**src/foc_voltage_torque_to_pwm_assert.svh**
```systemverilog
// Assertion macros for the voltage-to-PWM block
`ifndef FOC_VOLTAGE_TORQUE_TO_PWM_ASSERT_SVH
`define FOC_VOLTAGE_TORQUE_TO_PWM_ASSERT_SVH

// same-cycle implication
`define FVTP_ASSERT_IMP(label, ante, cons) \
    label: assert property (@(posedge clk) disable iff (!rst_n) (ante) |-> (cons)) \
        else $error("fvtp assertion failed");

// next-cycle implication
`define FVTP_ASSERT_NEXT(label, ante, cons) \
    label: assert property (@(posedge clk) disable iff (!rst_n) (ante) |=> (cons)) \
        else $error("fvtp assertion failed");

`endif

```
**src/fvtp_pkg.sv**
```systemverilog
`timescale 1ns / 1ps
package fvtp_pkg;

    localparam int ANGLE_BITS       = 16;
    localparam int SINE_TABLE_DEPTH = 1024;
    localparam int IDX_BITS         = $clog2(SINE_TABLE_DEPTH);
    localparam int QUARTER          = SINE_TABLE_DEPTH / 4;
    localparam int QUOT_BITS        = 16;
    localparam int LANES            = 3;

    localparam longint ONE_Q30 = 64'sd1073741824;
    localparam longint SIN_A   = 64'sd1686629713;
    localparam longint SIN_B   = 64'sd688904866;
    localparam longint SIN_C   = 64'sd76017977;
    localparam longint Z_STEP  = ONE_Q30 / QUARTER;

    localparam logic [14:0] SUPPLY_RESET = 15'd3072;
    localparam logic [14:0] LIMIT_RESET  = 15'd3072;
    localparam logic [15:0] PERIOD_RESET = 16'd5500;
    localparam logic signed [15:0] SQRT3_Q13 = 16'sd14189;

    typedef enum logic [1:0] {
        REG_SUPPLY = 2'd0,
        REG_LIMIT  = 2'd1,
        REG_PERIOD = 2'd2
    } reg_index_t;

    typedef logic [14:0] sine_lut_t [0:QUARTER];

    typedef struct packed {
        logic [14:0] rem;
        logic [15:0] word;
    } div_lane_t;

    function automatic sine_lut_t build_sine_lut();
        sine_lut_t lut;
        longint z;
        longint z2;
        longint t;
        longint u;
        longint s30;
        longint s15;
        for (int k = 0; k <= QUARTER; k++)
        begin
            z   = longint'(k) * Z_STEP;
            z2  = (z * z) / ONE_Q30;
            t   = SIN_B - (z2 * SIN_C) / ONE_Q30;
            u   = SIN_A - (z2 * t) / ONE_Q30;
            s30 = (z * u) / ONE_Q30;
            s15 = (s30 + 16384) / 32768;
            if (s15 > 32767)
            begin
                s15 = 32767;
            end
            lut[k] = s15[14:0];
        end
        return lut;
    endfunction

    localparam sine_lut_t SINE_LUT = build_sine_lut();

    function automatic logic signed [15:0] sine_at(input logic [IDX_BITS-1:0] idx);
        logic [1:0]          quad;
        logic [IDX_BITS-3:0] r;
        logic [IDX_BITS-2:0] k;
        logic [15:0]         mag;
        quad = idx[IDX_BITS-1 -: 2];
        r    = idx[IDX_BITS-3:0];
        k    = quad[0] ? (IDX_BITS-1)'(QUARTER) - {1'b0, r} : {1'b0, r};
        mag  = {1'b0, SINE_LUT[k]};
        return quad[1] ? -$signed(mag) : $signed(mag);
    endfunction

endpackage

```
**src/fvtp_div_cell.sv**
```systemverilog
`timescale 1ns / 1ps
module fvtp_div_cell (
    input  logic                      clk,
    input  logic                      rst_n,
    input  logic [14:0]               divisor,
    input  logic                      in_valid,
    output logic                      in_ready,
    input  fvtp_pkg::div_lane_t [2:0] lane_in,
    output logic                      out_valid,
    input  logic                      out_ready,
    output fvtp_pkg::div_lane_t [2:0] lane_out
);
    import fvtp_pkg::*;

    logic            valid_reg;
    div_lane_t [2:0] lane_reg;
    div_lane_t [2:0] lane_next;
    logic [15:0]     trial [LANES];
    logic            ge [LANES];

    assign in_ready  = ~valid_reg | out_ready;
    assign out_valid = valid_reg;
    assign lane_out  = lane_reg;

    always_comb
    begin
        for (int i = 0; i < LANES; i++)
        begin
            trial[i] = {lane_in[i].rem, lane_in[i].word[15]};
            ge[i]    = trial[i] >= {1'b0, divisor};
            lane_next[i].rem  = ge[i] ? 15'(trial[i] - {1'b0, divisor}) : trial[i][14:0];
            lane_next[i].word = {lane_in[i].word[14:0], ge[i]};
        end
    end

    always_ff @(posedge clk or negedge rst_n)
    begin
        if (!rst_n)
        begin
            valid_reg <= 1'b0;
        end
        else if (in_ready)
        begin
            valid_reg <= in_valid;
        end
    end

    always_ff @(posedge clk)
    begin
        if (in_ready)
        begin
            lane_reg <= lane_next;
        end
    end

endmodule

```
**config.mk**
```make
export PLATFORM = sky130hd
export DESIGN_NAME = fvtp_div_cell
export DESIGN_NICKNAME = d
export VERILOG_FILES = /design/src/foc_voltage_torque_to_pwm_assert.svh /design/src/fvtp_pkg.sv /design/src/fvtp_div_cell.sv
export SDC_FILE = /design/constraint.sdc
export NUM_CORES = 1
export LEC_CHECK = 0
export BUFFER_PORTS_ARGS = -buffer_cell sky130_fd_sc_hd__buf_2
export CAP_MARGIN = 10
export CORE_ASPECT_RATIO = 1.25
export CORE_MARGIN = 1.5
export CORE_UTILIZATION = 50
export DETAILED_ROUTE_END_ITERATION = 8
export HOLD_SLACK_MARGIN = 0.06
export PLACE_DENSITY = 0.85
export RECOVER_POWER = 50
export SLEW_MARGIN = 40
export SYNTH_ARGS = -nofsm -noshare
export SYNTH_HDL_FRONTEND = slang
export SYNTH_SLANG_ARGS = --single-unit
export TNS_END_PERCENT = 100
```
**constraint.sdc**
```tcl
create_clock -name clk -period 3.7 [get_ports clk]
set_clock_uncertainty 0.05 [all_clocks]
set_input_delay 0.37 -clock clk [delete_from_list [all_inputs] [get_ports clk]]
set_output_delay 0.37 -clock clk [all_outputs]
set_load 0.01 [all_outputs]
```
# == After elaboration in Yosys (flattened, before gate mapping) ==
# Index checks and enable logic that the tools add are counted.
# word_totals
regBits,94
out_inout_bits,95
wordCells,18
# op_classes
addsub,3
order_cmp,3
muxes,3
bitwise,2
# ops
operator,count
$ge 16x15->1,3
$mux 15,3
$sub 15x15->15,3
$not 1->1,1
$or 1x1->1,1

# == Longest topological paths before layout ==
# depth
depth_word,2
depth_mapped,12
depth_no_buf,10

# == Worst setup path before layout ==
# OpenSTA, ideal clock, no wires.
# synth_timing
kind,input -> register
start,in out_ready
end,reg lane_reg (netlist bit lane_out[0]) (enable)
arrival_ns,2.718
t_required_ns,3.178
path_slack_ns,0.460
stages,1
n_path_buf,0
path_cell_list,nand2b_1
# synth_between
elab_chain_cells,1
# synth_lines
element,line,text
start: declaration,fvtp_div_cell.sv:10,"input logic out_ready,"
$or 1x1->1,fvtp_div_cell.sv:21,assign in_ready = ~valid_reg | out_ready;
end signal: assignment,fvtp_div_cell.sv:52,lane_reg <= lane_next;
end: declaration,fvtp_div_cell.sv:16,div_lane_t [2:0] lane_reg;
# No other way between the ends.
# A chain may end at the register's enable or synchronous reset.

# == Worst setup path after layout ==
# layout_timing
start,"reg valid_reg, in the netlist out_valid"
end,out in_ready
# layout_between
elab_chain_cells,2
# layout_lines
element,line,text
start: declaration,fvtp_div_cell.sv:15,logic valid_reg;
start signal: assignment,fvtp_div_cell.sv:44,valid_reg <= in_valid;
$not 1->1,fvtp_div_cell.sv:21,
$or 1x1->1,fvtp_div_cell.sv:21,
end: declaration,fvtp_div_cell.sv:7,"output logic in_ready,"
# No other way between the ends.

==> out/metrics.cfg <==
[outcome]
run_status = finished, violations left
violations = capacitance limit, slew limit

[yosys]
yosysWarnings = 0
synthDistinctLibCells = 59
synth_top_area_share_pct = 50.02
synthArstFlopShare_pct = 1.064
synth_seq_area_share_pct = 50.47
syn_inst = 489
syn_area_per_cell_um2 = 11.42
syn_area_mm2 = 0.005583
synth_area_leader_cell = edfxtp_1
synthFlopType = edfxtp_1
ys_top_cells_by_area = edfxtp_1 50%, ha_1 10%, a21oi_1 4.0%, nor2_1 3.6%, xnor2_1 3.0%
syn-num-nets = 649
synth_edf_count = 93
ys_seq_elements = 94

[global_route]
overflow = 0
grt_pass1_vias = 4793
grtUsageMet3_pct = 9.159
grt.met1_usage_pct = 28.65
grtUsageTotal_pct = 25.78
antenna_found_initial = 0
grt_max_degree = 58
grtUsageMet2_pct = 45.88
grt_pass1_wl_mm = 23.59
top_usage_layer = met2

[final_layout]
drive_gt1_share_pct = 25.04
fin_cells = 839
final_cell_mix = 124 x buf_2, 93 x edfxtp_1, 82 x clkbuf_1
final_common_cell = buf_2
nNetsFinal = 862
area_delta_synth_final_pct = 24.52
final_area_mm2 = 0.006952
n_antenna_cell = 0

[sta]
fmax_mhz = 349.6
setup_violations = 0
rsz0062_at_grt = false
final.setup.worst_slack_ps = 839.6
relSlewSlack_pct = -30.56
max_slew.worst_pin.slew_ps = 1958
min_period_ps = 2860
slew_violations = 39
period_share_pct = 77.31
fin_setup_tns_ps = 0
hold_viol_final = 0

[clock_tree]
cts_setup_buffers = 0
cts_root_buf = clkbuf_16
path_clk_slew_ps = 70
cts_tree = yes
clk_latency_ps = 340
htreeDepth = 3
cts_buffer_depth = 2
numClockSinks = 94
numCtsBuffers = 9

[die]
die_w_um = 97.51
coreArea_mm2 = 0.01072
core.rowCount = 42
start_util_pct = 52.08
io_pins = 207
die_area_mm2 = 0.01181
die_h_um = 121.1

[placement]
dp_hpwl_mm = 11.90
routabilityCongestion = 0.9060
numPortBuffers = 206
dpl.cell_count = 822
place_area_mm2 = 0.006763
pre_cts_slack_ps = 569.7

[power_and_ir_drop]
p_per_area_mw_per_mm2 = 447.7
intPower_uw = 2166
pwr-share-comb_pct = 26.4
power.share.clock_pct = 29.3
power_frac_seq_pct = 44.2
p_switching_uw = 946.3
p_sw_share_pct = 30.41
power.leakage_uw = 0.002958
ir_drop_uv = 225.2

[hold_path]
hold_depth = 1
holdCritPathClass = primary input to flip-flop

[worst_setup_path]
worst-r2r-cell-count = 2
arrival_ps = 2440
crit_fanout = 39
max_stage_delay_ps = 1340
start_kind = flip-flop
slowest_stage = nand2b_1
endpoint_kind = primary output
crit_path_cell_trace = nand2b_1, buf_2
worstSetupPathType = flip-flop to primary output
required_ps = 3280

[routing]
wire_per_inst_um = 17.96
via_count = 4707
ant_nets = 0
viasPerCell = 5.610
drt-initial-drc-count = 223
totalWireLength_mm = 15.07
first_pass_iters = 5
route.detailed.drc = 0

[flow_run]
maxCapViolations = 1

[routing by layer]
layer  up-vias  part of all wire, %  wire [µm]
met5         -                    0          0
met3        31                  9.7       1462
met2       239                   50       7542
met4         0                  2.5        372
met1      2187                   38       5691
li1       2250                    -          -
[cell usage after synthesis, types with 2 or more instances]
library cell,instances
a31o_2,3
a41o_1,2
edfxtp_1,93
nor3_1,3
o2111ai_1,2
nand2b_1,6
xnor2_1,19
buf_2,2
a21boi_0,2
nand2_1,24
o21bai_1,3
clkbuf_1,2
fa_1,3
a211oi_1,5
o21a_1,7
mux2_4,5
nand4_1,9
o31a_1,3
xor2_1,10
or2_2,2
o21ai_1,4
inv_1,31
a21o_1,6
o211ai_1,2
ha_1,45
a21oi_1,45
buf_6,3
o31ai_1,2
nand3_1,5
nor2_1,53
and3_1,3
mux2i_1,5
a21oi_2,8
nor2b_1,7
o21ai_0,28
o41ai_1,2
buf_4,2
mux2_2,10
a31oi_1,3
[final timing paths]
| check | startpoint | endpoint | slack, ps |
|---|---|---|---|
| max reg2reg | out_valid$_DFFE_PN0P_ | lane_out[28]$_DFFE_PP_ | 1170 |
| min in group asynchronous | rst_n | out_valid$_DFFE_PN0P_ | 300 |
| min | lane_in[44] | lane_out[45]$_DFFE_PP_ | 150 |
| max | out_valid$_DFFE_PN0P_ | in_ready | 840 |
| max in group asynchronous | rst_n | out_valid$_DFFE_PN0P_ | 3220 |
| min reg2reg | out_valid$_DFFE_PN0P_ | out_valid$_DFFE_PN0P_ | 1690 |
[registers in the layout (all words and copies together) (netlist names)]
signal	cells
lane_out	93
out_valid	1
[layout make-up]
| class | count | area, µm² |
|---|---|---|
| fillers | 907 | 3769 |
| repair buffers | 211 | 980.9 |
| well taps | 132 | 165.2 |
| clock inverters | 6 | 50.05 |
| multi-input cells | 355 | 2582 |
| inverters | 31 | 116.4 |
| clock buffers | 10 | 239.0 |
| flip-flops and latches | 94 | 2818 |
[kinds of logic (layout without fill, tap and decap cells)]
logic type / count (synthesis) / after routing / synth area share, %
flip-flops: 94 / 94 / 50.47
multiplexers: 21 / 21 / 4.460
AO/OA/AOI/OAI: 136 / 136 / 15.87
adder cells (fa/ha/maj): 48 / 48 / 11.16
XOR/XNOR: 29 / 29 / 4.549
AND/OR/NAND/NOR: 121 / 121 / 10.22
buffers and inverters: 40 / 258 / 3.272
[metrics by stage]
step | hold slack, ps | total power [µW] | utilization [%]
floorplan | 24.41 | 1938 | -
global placement | 95.42 | 2208 | 63.08
detailed placement | 97.71 | 2236 | 63.08
CTS | 140.2 | 3144 | 65.87
global route | 130.8 | 3260 | 64.85
finish | 146.1 | 3112 | 64.85
[critical path, delay by kind of cell (launching register included)]
family,cells,cell delay (ps)
buffers and inverters,1,350
AND/OR/NAND/NOR,1,1340
flip-flops,1,380
[repair_timing]
| item | CTS | global route |
|---|---|---|
| endpoints found under the hold margin | 1 | 0 |
| setup endpoints to repair | 0 | 0 |
| hold buffers | 1 | 0 |
| resized for setup | 0 | 0 |
[power by group through the flow]
stage	Clock (µW)	Sequential (µW)	Combinational, µW
after floorplan	0	1470	467
after global placement	0	1390	816
after detailed placement	0	1400	841
after CTS	924	1370	847
after global routing	968	1390	903
final	912	1380	823
Note: power is estimated with default switching activity, not from simulation.
